<file path="src/rtl/kms_pkg.sv">
// Shared types and constants for the demux key matrix scanner.
`default_nettype none
package kms_pkg;

  localparam int ROW_SENSE_W = 6;
  localparam int KEY_ROW_W   = 3;
  localparam int KEY_COL_W   = 3;
  localparam int SEL_CODE_W  = 3;
  localparam int CFG_COLS_W  = 4;
  localparam int APB_DATA_W  = 32;
  localparam int APB_ADDR_W  = 2;

  localparam logic [APB_ADDR_W-1:0] ADDR_ACTIVE_COLUMNS = 2'd0;
  localparam logic [CFG_COLS_W-1:0] ACTIVE_COLUMNS_RST  = 4'd8;

  localparam logic REC_EVENT  = 1'b0;
  localparam logic REC_STATUS = 1'b1;

  // controller -> datapath
  typedef struct packed {
    logic accept;      // input transaction taken this cycle
    logic step;        // walk one matrix cell
    logic load_mid;    // emit mid-scan status
    logic load_final;  // emit end-of-scan status
  } kms_cmd_t;

  // datapath -> controller
  typedef struct packed {
    logic scan_end;    // current column is the last one of the pass
    logic cell_diff;   // walked cell differs from stored matrix
    logic cell_last;   // walked cell is the last of the pass
    logic out_free;    // output register can take a record
  } kms_status_t;

endpackage
`default_nettype wire

</file>
<file path="src/rtl/kms_in_if.sv">
// Input channel: row sense bits for the selected column.
`default_nettype none
interface kms_in_if;
  import kms_pkg::*;

  logic                   valid;
  logic                   ready;
  logic [ROW_SENSE_W-1:0] row_sense;

  modport source (output valid, output row_sense, input ready);
  modport sink   (input valid, input row_sense, output ready);
endinterface
`default_nettype wire

</file>
<file path="src/rtl/kms_out_if.sv">
// Result channel: key change events and status records.
`default_nettype none
interface kms_out_if;
  import kms_pkg::*;

  logic                  valid;
  logic                  ready;
  logic                  record_kind;
  logic [KEY_ROW_W-1:0]  key_row;
  logic [KEY_COL_W-1:0]  key_column;
  logic                  key_pressed;
  logic [SEL_CODE_W-1:0] select_code;
  logic                  scan_done;
  logic                  rescan_needed;
  logic                  last_record;

  modport source (output valid, output record_kind, output key_row, output key_column,
                  output key_pressed, output select_code, output scan_done,
                  output rescan_needed, output last_record, input ready);
  modport sink   (input valid, input record_kind, input key_row, input key_column,
                  input key_pressed, input select_code, input scan_done,
                  input rescan_needed, input last_record, output ready);
endinterface
`default_nettype wire

</file>
<file path="src/rtl/kms_ctrl.sv">
// Scan sequencer: input acceptance, matrix walk and record emission control.
`default_nettype none
module kms_ctrl (
  input  wire                  clk,
  input  wire                  rst_n,
  input  wire                  in_valid,
  output logic                 in_ready,
  input  wire  kms_pkg::kms_status_t status,
  output kms_pkg::kms_cmd_t    cmd
);
  import kms_pkg::*;

  typedef enum logic [1:0] {
    ST_IDLE,
    ST_MID,
    ST_WALK,
    ST_FINAL
  } state_t;

  state_t state_r;
  logic   in_ready_r;

  assign in_ready = in_ready_r;

  always_comb begin
    cmd            = '0;
    cmd.accept     = in_valid && in_ready_r;
    cmd.step       = (state_r == ST_WALK) && (!status.cell_diff || status.out_free);
    cmd.load_mid   = (state_r == ST_MID) && status.out_free;
    cmd.load_final = (state_r == ST_FINAL) && status.out_free;
  end

  always_ff @(posedge clk) begin
    if (!rst_n) begin
      state_r    <= ST_IDLE;
      in_ready_r <= 1'b1;
    end else begin
      unique case (state_r)
        ST_IDLE: begin
          if (cmd.accept) begin
            in_ready_r <= 1'b0;
            state_r    <= status.scan_end ? ST_WALK : ST_MID;
          end
        end
        ST_MID: begin
          if (cmd.load_mid) begin
            in_ready_r <= 1'b1;
            state_r    <= ST_IDLE;
          end
        end
        ST_WALK: begin
          if (cmd.step && status.cell_last) begin
            state_r <= ST_FINAL;
          end
        end
        ST_FINAL: begin
          if (cmd.load_final) begin
            in_ready_r <= 1'b1;
            state_r    <= ST_IDLE;
          end
        end
        default: begin
          state_r    <= ST_IDLE;
          in_ready_r <= 1'b1;
        end
      endcase
    end
  end

endmodule
`default_nettype wire

</file>
<file path="src/rtl/kms_datapath.sv">
// Scan datapath: column counter, scan buffer, key matrix, cell walker, output register.
`default_nettype none
module kms_datapath #(
  parameter int ROWS        = 6,
  parameter int MAX_COLUMNS = 8,
  parameter int SELECT_BITS = 3
) (
  input  wire                                 clk,
  input  wire                                 rst_n,
  input  wire  [kms_pkg::CFG_COLS_W-1:0]      active_columns,
  input  wire  [kms_pkg::ROW_SENSE_W-1:0]     row_sense,
  input  wire  kms_pkg::kms_cmd_t             cmd,
  output kms_pkg::kms_status_t                status,
  output logic                                out_valid,
  input  wire                                 out_ready,
  output logic                                out_record_kind,
  output logic [kms_pkg::KEY_ROW_W-1:0]       out_key_row,
  output logic [kms_pkg::KEY_COL_W-1:0]       out_key_column,
  output logic                                out_key_pressed,
  output logic [kms_pkg::SEL_CODE_W-1:0]      out_select_code,
  output logic                                out_scan_done,
  output logic                                out_rescan_needed,
  output logic                                out_last_record
);
  import kms_pkg::*;

  localparam int CW = $clog2(MAX_COLUMNS);
  localparam int RW = (ROWS > 1) ? $clog2(ROWS) : 1;
  localparam logic [SEL_CODE_W-1:0] SEL_MASK = SEL_CODE_W'((1 << SELECT_BITS) - 1);
  localparam logic [RW-1:0] ROW_LAST = RW'(ROWS - 1);

  logic [CW-1:0]   cnt_r;
  logic [ROWS-1:0] buf_r [MAX_COLUMNS];
  logic [ROWS-1:0] km_r  [MAX_COLUMNS];
  logic [RW-1:0]   r_r;
  logic [CW-1:0]   c_r;
  logic            any_r;

  logic                  out_valid_r;
  logic                  kind_r;
  logic [KEY_ROW_W-1:0]  row_r;
  logic [KEY_COL_W-1:0]  col_r;
  logic                  pressed_r;
  logic [SEL_CODE_W-1:0] sel_r;
  logic                  done_r;
  logic                  rescan_r;
  logic                  last_r;

  logic [CW:0]                   ncols;
  logic [CW:0]                   cnt_inc;
  logic [CW:0]                   c_inc;
  logic [ROWS+ROW_SENSE_W-1:0]   sense_ext;
  logic [ROWS-1:0]               sense;
  logic                          now_bit;
  logic                          was_bit;
  logic                          out_free;
  logic [CW+SEL_CODE_W-1:0]      cnt_ext;
  logic [RW+KEY_ROW_W-1:0]       r_ext;
  logic [CW+KEY_COL_W-1:0]       c_ext;

  // zero means one column, counts past the array saturate
  always_comb begin
    priority if (active_columns == '0) begin
      ncols = (CW+1)'(1);
    end else if (active_columns > CFG_COLS_W'(MAX_COLUMNS)) begin
      ncols = (CW+1)'(MAX_COLUMNS);
    end else begin
      ncols = active_columns[CW:0];
    end
  end

  assign cnt_inc   = {1'b0, cnt_r} + (CW+1)'(1);
  assign c_inc     = {1'b0, c_r} + (CW+1)'(1);
  assign sense_ext = {{ROWS{1'b0}}, row_sense};
  assign sense     = sense_ext[ROWS-1:0];
  assign now_bit   = buf_r[c_r][r_r];
  assign was_bit   = km_r[c_r][r_r];
  assign out_free  = !out_valid_r || out_ready;
  assign cnt_ext   = {{SEL_CODE_W{1'b0}}, cnt_r};
  assign r_ext     = {{KEY_ROW_W{1'b0}}, r_r};
  assign c_ext     = {{KEY_COL_W{1'b0}}, c_r};

  always_comb begin
    status           = '0;
    status.scan_end  = (cnt_inc >= ncols);
    status.cell_diff = now_bit ^ was_bit;
    status.cell_last = (r_r == ROW_LAST) && (c_inc == ncols);
    status.out_free  = out_free;
  end

  // scan buffer has no reset; every entry read was written this pass
  always_ff @(posedge clk) begin
    if (cmd.accept) begin
      buf_r[cnt_r] <= sense;
    end
  end

  always_ff @(posedge clk) begin
    if (!rst_n) begin
      cnt_r <= '0;
      r_r   <= '0;
      c_r   <= '0;
      any_r <= 1'b0;
      for (int i = 0; i < MAX_COLUMNS; i++) begin
        km_r[i] <= '0;
      end
    end else begin
      if (cmd.accept) begin
        cnt_r <= status.scan_end ? '0 : cnt_inc[CW-1:0];
        r_r   <= '0;
        c_r   <= '0;
        any_r <= 1'b0;
      end else if (cmd.step) begin
        any_r <= any_r | now_bit;
        if (status.cell_diff) begin
          km_r[c_r][r_r] <= now_bit;
        end
        if (!status.cell_last) begin
          if (c_inc == ncols) begin
            c_r <= '0;
            r_r <= r_r + RW'(1);
          end else begin
            c_r <= c_inc[CW-1:0];
          end
        end
      end
    end
  end

  // output register
  always_ff @(posedge clk) begin
    if (!rst_n) begin
      out_valid_r <= 1'b0;
    end else if ((cmd.step && status.cell_diff) || cmd.load_mid || cmd.load_final) begin
      out_valid_r <= 1'b1;
    end else if (out_ready) begin
      out_valid_r <= 1'b0;
    end
  end

  always_ff @(posedge clk) begin
    if (cmd.step && status.cell_diff) begin
      kind_r    <= REC_EVENT;
      row_r     <= r_ext[KEY_ROW_W-1:0];
      col_r     <= c_ext[KEY_COL_W-1:0];
      pressed_r <= now_bit;
      sel_r     <= '0;
      done_r    <= 1'b0;
      rescan_r  <= 1'b0;
      last_r    <= 1'b0;
    end else if (cmd.load_mid) begin
      // counter has already advanced to the next column
      kind_r    <= REC_STATUS;
      row_r     <= '0;
      col_r     <= '0;
      pressed_r <= 1'b0;
      sel_r     <= cnt_ext[SEL_CODE_W-1:0] & SEL_MASK;
      done_r    <= 1'b0;
      rescan_r  <= 1'b0;
      last_r    <= 1'b1;
    end else if (cmd.load_final) begin
      kind_r    <= REC_STATUS;
      row_r     <= '0;
      col_r     <= '0;
      pressed_r <= 1'b0;
      sel_r     <= '0;
      done_r    <= 1'b1;
      rescan_r  <= any_r;
      last_r    <= 1'b1;
    end
  end

  assign out_valid         = out_valid_r;
  assign out_record_kind   = kind_r;
  assign out_key_row       = row_r;
  assign out_key_column    = col_r;
  assign out_key_pressed   = pressed_r;
  assign out_select_code   = sel_r;
  assign out_scan_done     = done_r;
  assign out_rescan_needed = rescan_r;
  assign out_last_record   = last_r;

endmodule
`default_nettype wire

</file>
<file path="src/rtl/demux_key_matrix_scanner.sv">
// Top level of the demux key matrix scanner: register port, sequencer and datapath.
//
// in_chan carries the row sense bits read while the column named by the last
// status record's select_code is driven. out_chan carries key change events
// followed by one status record that has last_record set. Both channels use
// valid/ready; a transaction moves when both are high.
// A mid-scan input gives one status record. The last column of a pass starts
// a walk of the key matrix, one cell per cycle while no changed cell waits on
// a stalled sink, rows outer and columns inner, through a single cell
// comparator. The input is not taken again until the walk and its end-of-scan
// status record are done.
// Results sit in one output register; a new input is taken while the last
// record of the previous item still waits there. A stalled sink holds the
// walk at the next differing cell.
// Reset clears the column counter and the stored key matrix (no keys down)
// and sets active_columns to 8. active_columns lies at byte address 0 of the
// APB port. Write it only while the block is idle; the block does not enforce it.
`default_nettype none
module demux_key_matrix_scanner #(
  parameter int ROWS        = 6,
  parameter int MAX_COLUMNS = 8,
  parameter int SELECT_BITS = 3
) (
  input  wire                               clk,
  input  wire                               rst_n,
  kms_in_if.sink                            in_chan,
  kms_out_if.source                         out_chan,
  input  wire                               psel,
  input  wire                               penable,
  input  wire                               pwrite,
  input  wire  [kms_pkg::APB_ADDR_W-1:0]    paddr,
  input  wire  [kms_pkg::APB_DATA_W-1:0]    pwdata,
  output logic [kms_pkg::APB_DATA_W-1:0]    prdata,
  output logic                              pready
);
  import kms_pkg::*;

  logic [CFG_COLS_W-1:0] active_columns_r;
  kms_cmd_t              cmd;
  kms_status_t           status;
  logic                  in_ready;

  assign pready = 1'b1;

  always_ff @(posedge clk) begin
    if (!rst_n) begin
      active_columns_r <= ACTIVE_COLUMNS_RST;
    end else if (psel && penable && pwrite && (paddr == ADDR_ACTIVE_COLUMNS)) begin
      active_columns_r <= pwdata[CFG_COLS_W-1:0];
    end
  end

  always_comb begin
    prdata = '0;
    if (paddr == ADDR_ACTIVE_COLUMNS) begin
      prdata = {{(APB_DATA_W-CFG_COLS_W){1'b0}}, active_columns_r};
    end
  end

  assign in_chan.ready = in_ready;

  kms_ctrl u_ctrl (
    .clk      (clk),
    .rst_n    (rst_n),
    .in_valid (in_chan.valid),
    .in_ready (in_ready),
    .status   (status),
    .cmd      (cmd)
  );

  kms_datapath #(
    .ROWS        (ROWS),
    .MAX_COLUMNS (MAX_COLUMNS),
    .SELECT_BITS (SELECT_BITS)
  ) u_datapath (
    .clk               (clk),
    .rst_n             (rst_n),
    .active_columns    (active_columns_r),
    .row_sense         (in_chan.row_sense),
    .cmd               (cmd),
    .status            (status),
    .out_valid         (out_chan.valid),
    .out_ready         (out_chan.ready),
    .out_record_kind   (out_chan.record_kind),
    .out_key_row       (out_chan.key_row),
    .out_key_column    (out_chan.key_column),
    .out_key_pressed   (out_chan.key_pressed),
    .out_select_code   (out_chan.select_code),
    .out_scan_done     (out_chan.scan_done),
    .out_rescan_needed (out_chan.rescan_needed),
    .out_last_record   (out_chan.last_record)
  );

endmodule
`default_nettype wire

</file>
<file path="src/flat_wrapper.sv">
// flat-port wrapper written by rule: the top's interface ports become plain ports
module demux_key_matrix_scanner_flat import kms_pkg::*;
#(
  parameter int ROWS        = 6,
  parameter int MAX_COLUMNS = 8,
  parameter int SELECT_BITS = 3
)
  (clk, rst_n, psel, penable, pwrite, paddr, pwdata, prdata, pready, in_chan_valid, in_chan_row_sense, in_chan_ready, out_chan_valid, out_chan_record_kind, out_chan_key_row, out_chan_key_column, out_chan_key_pressed, out_chan_select_code, out_chan_scan_done, out_chan_rescan_needed, out_chan_last_record, out_chan_ready);
  kms_in_if in_chan_i ();
  kms_out_if out_chan_i ();
  input  wire clk;
  input  wire rst_n;
  input  wire psel;
  input  wire penable;
  input  wire pwrite;
  input  wire  [kms_pkg::APB_ADDR_W-1:0] paddr;
  input  wire  [kms_pkg::APB_DATA_W-1:0] pwdata;
  output logic [kms_pkg::APB_DATA_W-1:0] prdata;
  output logic pready;
  input wire logic [$bits(in_chan_i.valid)-1:0] in_chan_valid;
  input wire logic [$bits(in_chan_i.row_sense)-1:0] in_chan_row_sense;
  output wire logic [$bits(in_chan_i.ready)-1:0] in_chan_ready;
  output wire logic [$bits(out_chan_i.valid)-1:0] out_chan_valid;
  output wire logic [$bits(out_chan_i.record_kind)-1:0] out_chan_record_kind;
  output wire logic [$bits(out_chan_i.key_row)-1:0] out_chan_key_row;
  output wire logic [$bits(out_chan_i.key_column)-1:0] out_chan_key_column;
  output wire logic [$bits(out_chan_i.key_pressed)-1:0] out_chan_key_pressed;
  output wire logic [$bits(out_chan_i.select_code)-1:0] out_chan_select_code;
  output wire logic [$bits(out_chan_i.scan_done)-1:0] out_chan_scan_done;
  output wire logic [$bits(out_chan_i.rescan_needed)-1:0] out_chan_rescan_needed;
  output wire logic [$bits(out_chan_i.last_record)-1:0] out_chan_last_record;
  input wire logic [$bits(out_chan_i.ready)-1:0] out_chan_ready;
  assign in_chan_i.valid = in_chan_valid;
  assign in_chan_i.row_sense = in_chan_row_sense;
  assign in_chan_ready = in_chan_i.ready;
  assign out_chan_valid = out_chan_i.valid;
  assign out_chan_record_kind = out_chan_i.record_kind;
  assign out_chan_key_row = out_chan_i.key_row;
  assign out_chan_key_column = out_chan_i.key_column;
  assign out_chan_key_pressed = out_chan_i.key_pressed;
  assign out_chan_select_code = out_chan_i.select_code;
  assign out_chan_scan_done = out_chan_i.scan_done;
  assign out_chan_rescan_needed = out_chan_i.rescan_needed;
  assign out_chan_last_record = out_chan_i.last_record;
  assign out_chan_i.ready = out_chan_ready;
  demux_key_matrix_scanner #(.ROWS(ROWS), .MAX_COLUMNS(MAX_COLUMNS), .SELECT_BITS(SELECT_BITS)) u_core (.clk(clk), .rst_n(rst_n), .in_chan(in_chan_i), .out_chan(out_chan_i), .psel(psel), .penable(penable), .pwrite(pwrite), .paddr(paddr), .pwdata(pwdata), .prdata(prdata), .pready(pready));
endmodule
</file>
<file path="config.mk">
export PLATFORM = sky130hd
export DESIGN_NAME = demux_key_matrix_scanner_flat
export DESIGN_NICKNAME = d
export VERILOG_FILES = /design/src/rtl/kms_pkg.sv /design/src/rtl/kms_in_if.sv /design/src/rtl/kms_out_if.sv /design/src/rtl/kms_ctrl.sv /design/src/rtl/kms_datapath.sv /design/src/rtl/demux_key_matrix_scanner.sv /design/src/flat_wrapper.sv
export SDC_FILE = /design/constraint.sdc
export NUM_CORES = 1
export LEC_CHECK = 0
export BUFFER_PORTS_ARGS = -buffer_cell sky130_fd_sc_hd__clkbuf_2
export CORE_ASPECT_RATIO = 0.9
export CORE_UTILIZATION = 60
export DETAILED_ROUTE_END_ITERATION = 16
export PLACE_DENSITY_LB_ADDON = 0.15
export RECOVER_POWER = 100
export SKIP_LAST_GASP = 1
export SYNTH_ARGS = -nofsm -noshare
export SYNTH_HDL_FRONTEND = slang
export SYNTH_SLANG_ARGS = --single-unit
</file>
<file path="constraint.sdc">
create_clock -name clk -period 5.5 [get_ports clk]
set_clock_uncertainty 0.15 [all_clocks]
set_input_delay 0.55 -clock clk [delete_from_list [all_inputs] [get_ports clk]]
set_output_delay 0.55 -clock clk [all_outputs]
set_load 0.03 [all_outputs]
</file>
* Word level (Yosys, flattened, before mapping)
Memories as Yosys holds them, arrays and structs flattened. A register that Yosys moved wholly into a read port is not among the register bits.
Cells that the tools add are included.
** Operators by class
- Order comparisons :: 4
- Muxes and demuxes :: 47
- Reduce and logical (&&, ||, !) cells :: 31
- Add/sub/neg operators :: 3
- Equality and inequality tests :: 9
- Bitwise logic cells :: 4
** Operator list (count)
- two-way mux 3 bit :: 12
- two-way mux 1 bit :: 19
- two-way mux 6 bit :: 3
- two-way mux 4 bit :: 3
- logical AND 1 bit :: 11
- two-way mux 2 bit :: 5
- adder 3 x 1 -> 4 bit (second input constant) :: 2
- one-hot mux 2 bit (4 select lines) :: 1
- AND reduction 4 bit :: 2
- binary-select mux 1 bit (select 3 bit) :: 2
- nonzero test 3 bit :: 2
- OR reduction 6 bit :: 1
- == test 2 bit (second input constant) :: 2
- == test 4 bit :: 1
- greater-or-equal comparator 4 bit :: 1
- > comparator 4 bit (second input constant) :: 1
- zero test 2 bit :: 2
- zero test 4 bit :: 1
- logical OR 1 bit :: 4
- less-than comparator 3 x 4 -> 1 bit (second input constant) :: 1
- != test 2 x 1 -> 1 bit (second input constant) :: 2
- != test 2 bit (second input constant) :: 2
- nonzero test 2 bit :: 2
- OR reduction 2 bit :: 2
- 12 further kinds :: 14
** Word-level totals
- Bits in registers :: 31
- Output and inout bits :: 49
- Word-level logic and storage cells :: 115
- Bits of input ports :: 47
- Bits in writable memories :: 96
- Memories :: 2
** Memories
- u_core.u_datapath.buf_r :: depth 8, bits a word 6, rd ports 1, clocked after memory_dff 1, wr ports 1, RTL line kms_datapath.sv:33 : logic [ROWS-1:0] buf_r [MAX_COLUMNS];
- u_core.u_datapath.km_r :: depth 8, bits a word 6, rd ports 1, clocked after memory_dff 1, wr ports 8, RTL line kms_datapath.sv:34 : logic [ROWS-1:0] km_r [MAX_COLUMNS];

* Logic depth before layout (Yosys ltp)
- Depth after elaboration :: 12
- Depth in mapped cells :: 12
- Gate-level depth less buffers :: 12

* Modules after synthesis
A second synthesis with hierarchy kept.
** Unflattened totals
- Cell total of the unflattened synthesis :: 536
- Area total of the unflattened synthesis :: 6583.8 um^2
** By module, submodules not included
- kms_datapath :: instances 1, area an instance 5983.2 um^2, sequential area each 3493.4 um^2, cells each 460
- demux_key_matrix_scanner :: instances 1, area an instance 440.4 um^2, sequential area each 80.1 um^2, cells each 55
- kms_ctrl :: instances 1, area an instance 160.2 um^2, sequential area each 60.1 um^2, cells each 21

* Worst setup path before layout
Ideal clock, no wire load.
- Kind :: reg2reg
- Start point :: reg (tool-made name)
- End point :: mem u_core.u_datapath.km_r[0][2] (enable)
- Setup time :: 314 ps
- Path buffers :: 3
- Required time :: 5036 ps
- Arrival :: 2399 ps
- Path slack :: 2636 ps
- Period minus slack after synthesis :: 2864 ps
- Stages on the path, launching flop included :: 12
- Path through :: dfxtp_1 -> buf_2 -> mux4_2 -> mux2_2 -> nand3_1 -> nand3_1 -> nor2_2 -> xor2_1 -> buf_4 -> nand3_4 -> buf_6 -> o31ai_2
** RTL lines (RTL line)
- end, declared :: kms_datapath.sv:34

==> flow_results.org <==
** Clock tree
- Buffers inserted to repair hold after CTS numbered 0.
- Inserted Clock Buffers :: 17
- The H-tree generated during clock tree synthesis spans 4 levels.
- Buffers added to address setup during post-CTS repair amount to 0.
- The clock reaches the later pin of the worst-skew pair after 0.41 ns.
- Root buffer cell :: sky130_fd_sc_hd__clkbuf_16
- CTS clock-pin slew for the worst setup and hold paths :: 0.06 ns
- Maximum number of buffers from clock root to sink :: 2
- CTS saw 130 sinks.
- Post-cts repair resize count :: 0
- TritonCTS built the clock tree.

** Place
- Number of input and output port buffers inserted :: 38
- Placed instance count :: 698
- Prior to clock tree synthesis, the placed netlist has a worst setup slack of between 1 and 1.5 ns.
- Weighted congestion reported at the end of routability-driven placement :: 0.831
- Detailed Place HPWL :: 9.39 mm

** Synthesis
- Average instance area after synthesis :: 11.4 um2
- In this run, synthesis inferred approximately 100 flip-flops with an integrated enable.
- For this run, the leading register cell type out of synthesis is sky130_fd_sc_hd__edfxtp_1.
- For this run, asynchronously set or reset flops after synthesis account for 0%.
- Sequential share of the synthesized area :: 55.9%
- Number of distinct standard cells referenced by the synthesized netlist :: a little over 50
- For this run, the number of Yosys warnings is 0.
- The cell count after synthesis came out at about 570.
- Summed instance area of the synthesized netlist :: between 6000 and 7000 um2
- The synthesized design contains 130 register bits.

** Final layout
- Layout filler cell count :: 781
- For this run, the post-layout net count is 643.
- Fraction of final layout cells with drive strength greater than 1 :: 9.65%
- Share of the core filled with cells in the final layout :: 68.8%
- The finished layout holds 730 standard cells, fillers aside.
- Number of antenna diodes :: 0
- From synthesis to final layout, the design area changed by 9.83%.

** GRT
- Sum of overflow across all layers after global routing :: 0
- The initial antenna violation count came to 0.
- The first global-routing pass estimated 23.2 mm of wire.
- Entering global routing, the biggest net connects 54 pins.
- Via count of the first global-routing pass :: 4480
- Global routing used 27.7% of the available tracks across all layers.

** Setup path
- Traced cell by cell, the critical path runs through buf_4, nor2b_1, a22oi_1, nand3_1, nand3_1, nor2_1, xor2_1, clkbuf_1, nand3_4, o31ai_1.
- Worst path most repeated cell :: sky130_fd_sc_hd__nand3_1
- Critical Path Max Stage Delay :: between 0.8 and 0.9 ns
- Critical path's slowest cell :: sky130_fd_sc_hd__dfxtp_2
- Crit path required time :: 5.44 ns
- For flop-to-flop paths, the worst setup slack is 1.16 ns.
- The worst setup path is of the flop to flop kind.
- Sort of element at the end of the critical path :: flop
- STA classifies the critical path startpoint as a flop.
- At the worst endpoint, the arrival time is 4.28 ns.
- CP max FO :: 24

** Min path
- Tightest Hold Check Type :: primary input to flop

** STA
- Final number of hold-violating endpoints :: 0
- After layout, the worst path uses 79.0% of the clock period.
- Setup violators final :: 0
- Slew of the pin with the lowest slew margin :: 1.15 ns
- Setup repair after global routing left no endpoint under its margin.
- Based on the critical path, the design can be clocked at up to between 200 and 250 MHz.
- Relative slew slack :: 22.5%
- The max-slew violation count was 0.
- The worst path meets setup with 1.16 ns of slack.
- Period minus WS final :: 4.34 ns
- Summed over all failing endpoints, the final setup total negative slack is 0 ns.

** Routing
- Wires add up to 14.7 mm.
- After detailed routing, the number of vias per cell comes to around 6.5.
- Remaining number of nets flagged by the antenna check after routing :: 0
- First-iteration detailed-routing DRC count :: 372
- First-pass DRT Iterations :: 11
- The routed layout has 4712 vias.
- After detailed routing, the number of remaining DRC violations is 2.
- Average routed wire per standard cell :: 20.2 um

** Floorplan
- The die is 112 um wide.
- Floorplan core area :: 10400 um2
- Die span in y :: 101 um
- The floorplan has 35 rows.
- Effective utilization at floorplan :: 62.6%
- For this design the top-level I/O count stands at 96.
- The floorplan step defined a die boundary enclosing 11300 um2.

** Outcome
- Violated checks :: DRC
- The run finished, with violations left.

** Power and ir drop
- For this design the static power due to leakage is between 2 and 2.5 nW.
- The worst-case IR drop observed on VDD is 0.184 mV.
- Dividing total power by cell area gives a power density of 343 nW/um2.
- Total power after layout :: 2.45 mW

** Job
- Count of maximum capacitance violations :: 0
==> kinds of logic after synthesis <==
logic type / synth area share [%]
flops: 55.9
buf+inv: 6.95
other cells: 0.116
fa+ha+maj: 1.54
simple gates: 13.1
xor+xnor: 0.943
compound gates: 12.5
mux: 8.97
==> sequential cells by signal, summed over array words and instances, names as in the netlist, named ones only <==
signal,flops
u_core.u_datapath.out_valid,1
u_core.u_datapath.buf_r,48
u_core.u_ctrl.in_ready,1
u_core.u_datapath.km_r,48
u_core.u_datapath.any_r,1
u_core.u_ctrl.state_r,2
u_core.u_datapath.r_r,3
u_core.u_datapath.c_r,3
u_core.u_datapath.out_key_row,3
u_core.u_datapath.out_scan_done,1
u_core.u_datapath.out_key_column,3
u_core.u_datapath.out_key_pressed,1
u_core.u_datapath.out_rescan_needed,1
u_core.u_datapath.out_last_record,1
u_core.u_datapath.out_select_code,3
u_core.u_datapath.cnt_r,3
u_core.active_columns_r,4
==> power by group <==
| part | internal, mW | total, mW | switching (mW) | leakage (nW) |
|---|---|---|---|---|
| Clock | 0.771 | 1.20 | 0.428 | 0.303 |
| Sequential | 1.09 | 1.10 | 0.0151 | 1.22 |
| Combinational | 0.0390 | 0.148 | 0.109 | 0.941 |
| Total | 1.90 | 2.45 | 0.553 | 2.46 |
==> cells in the final DEF, fill, tap and decap left out, types with 4 or more instances in the layout <==
| cell | instances |
|---|---|
| sky130_fd_sc_hd__a211oi_1 | 4 |
| sky130_fd_sc_hd__nand2b_1 | 6 |
| sky130_fd_sc_hd__nand3_1 | 31 |
| sky130_fd_sc_hd__buf_4 | 4 |
| sky130_fd_sc_hd__o21ai_0 | 5 |
| sky130_fd_sc_hd__o31ai_1 | 32 |
| sky130_fd_sc_hd__clkbuf_2 | 11 |
| sky130_fd_sc_hd__nand2_1 | 24 |
| sky130_fd_sc_hd__xor2_1 | 4 |
| sky130_fd_sc_hd__nor2_1 | 79 |
| sky130_fd_sc_hd__or3_1 | 5 |
| sky130_fd_sc_hd__nor3_1 | 9 |
| sky130_fd_sc_hd__inv_1 | 9 |
| sky130_fd_sc_hd__and3_1 | 7 |
| sky130_fd_sc_hd__edfxtp_1 | 103 |
| sky130_fd_sc_hd__mux2i_1 | 47 |
| sky130_fd_sc_hd__and2_1 | 5 |
| sky130_fd_sc_hd__ha_1 | 8 |
| sky130_fd_sc_hd__a22oi_1 | 20 |
| sky130_fd_sc_hd__nor2b_1 | 5 |
| sky130_fd_sc_hd__clkbuf_1 | 30 |
| sky130_fd_sc_hd__dfxtp_1 | 26 |
| sky130_fd_sc_hd__mux4_2 | 4 |
| sky130_fd_sc_hd__a21oi_1 | 11 |
| sky130_fd_sc_hd__bufinv_16 | 4 |
| sky130_fd_sc_hd__o41ai_1 | 16 |
| sky130_fd_sc_hd__clkbuf_16 | 17 |
| sky130_fd_sc_hd__conb_1 | 29 |
==> routing by layer <==
layer / routed length (um) / part of all wire (%) / GRT usage, %
met3: 1200 / 8.1 / 6.55
met2: 7280 / 49 / 46.9
met4: 325 / 2.2 / 9.98
met5: 0 / 0 / 0
met1: 5930 / 40 / 35.1
==> area by class of cell <==
cell class / instances / area, um2 / share of cell area, %
well taps: 129 / 161 / 2.26
clock inverters: 13 / 185 / 2.59
multi-input cells: 385 / 2480 / 34.8
flip-flops and latches: 130 / 3630 / 50.9
inverters: 10 / 37.5 / 0.526
clock buffers: 19 / 443 / 6.20
repair buffers: 44 / 194 / 2.72
==> worst max-delay path: cells and delay by family, from the launching register on <==
kind | cells | cell delay (ns)
buffers and inverters | 2 | 0.82
DFF | 1 | 0.83
AOI/OAI and AO/OA | 2 | 0.58
xor gates and xnor gates | 1 | 0.23
and+or+nand+nor | 5 | 1.37
==> per-stage QoR <==
stage / area [um2] / hold WS, ns
after CTS: 7210 / 0.200
after detailed placement: 6590 / 0.306
after floorplan: 6600 / 0.290
final: 7140 / 0.208
after global placement: 6590 / 0.300
after global routing: 7140 / 0.212
==> final timing paths <==
path,start,endpoint,depth (start not counted)
worst max-delay path,flop,u_core.u_datapath.km_r[4][2]$_SDFFCE_PN0P_,10
worst min-delay path,pwdata[3],u_core.active_columns_r[3]$_SDFFE_PN1P_,3
worst max register to register,flop,u_core.u_datapath.km_r[4][2]$_SDFFCE_PN0P_,10
worst min register to register,u_core.u_datapath.out_rescan_needed$_SDFFE_PP0P_,u_core.u_datapath.out_rescan_needed$_SDFFE_PP0P_,2
==> synth_stat cells, types with 5 or more instances <==
library cell	count	area (um2)
sky130_fd_sc_hd__dfxtp_1	27	541
sky130_fd_sc_hd__o41ai_1	16	140
sky130_fd_sc_hd__and3_1	7	43.8
sky130_fd_sc_hd__clkbuf_1	32	120
sky130_fd_sc_hd__a22oi_1	20	150
sky130_fd_sc_hd__mux2i_1	47	470
sky130_fd_sc_hd__ha_1	8	100
sky130_fd_sc_hd__nand2_1	24	90.1
sky130_fd_sc_hd__or3_1	5	31.3
sky130_fd_sc_hd__o21ai_0	5	25.0
sky130_fd_sc_hd__nor2_1	78	293
sky130_fd_sc_hd__buf_2	7	35.0
sky130_fd_sc_hd__nor2b_1	5	31.3
sky130_fd_sc_hd__a21oi_1	11	55.1
sky130_fd_sc_hd__and2_1	5	31.3
sky130_fd_sc_hd__nor3_1	9	45.0
sky130_fd_sc_hd__nand2b_1	6	37.5
sky130_fd_sc_hd__edfxtp_1	103	3090
sky130_fd_sc_hd__o31ai_2	6	75.1
sky130_fd_sc_hd__nand3_1	31	155
sky130_fd_sc_hd__o31ai_1	26	195
sky130_fd_sc_hd__buf_4	32	240
sky130_fd_sc_hd__inv_1	9	33.8
No activity file was read; power rests on OpenSTA's default activity.
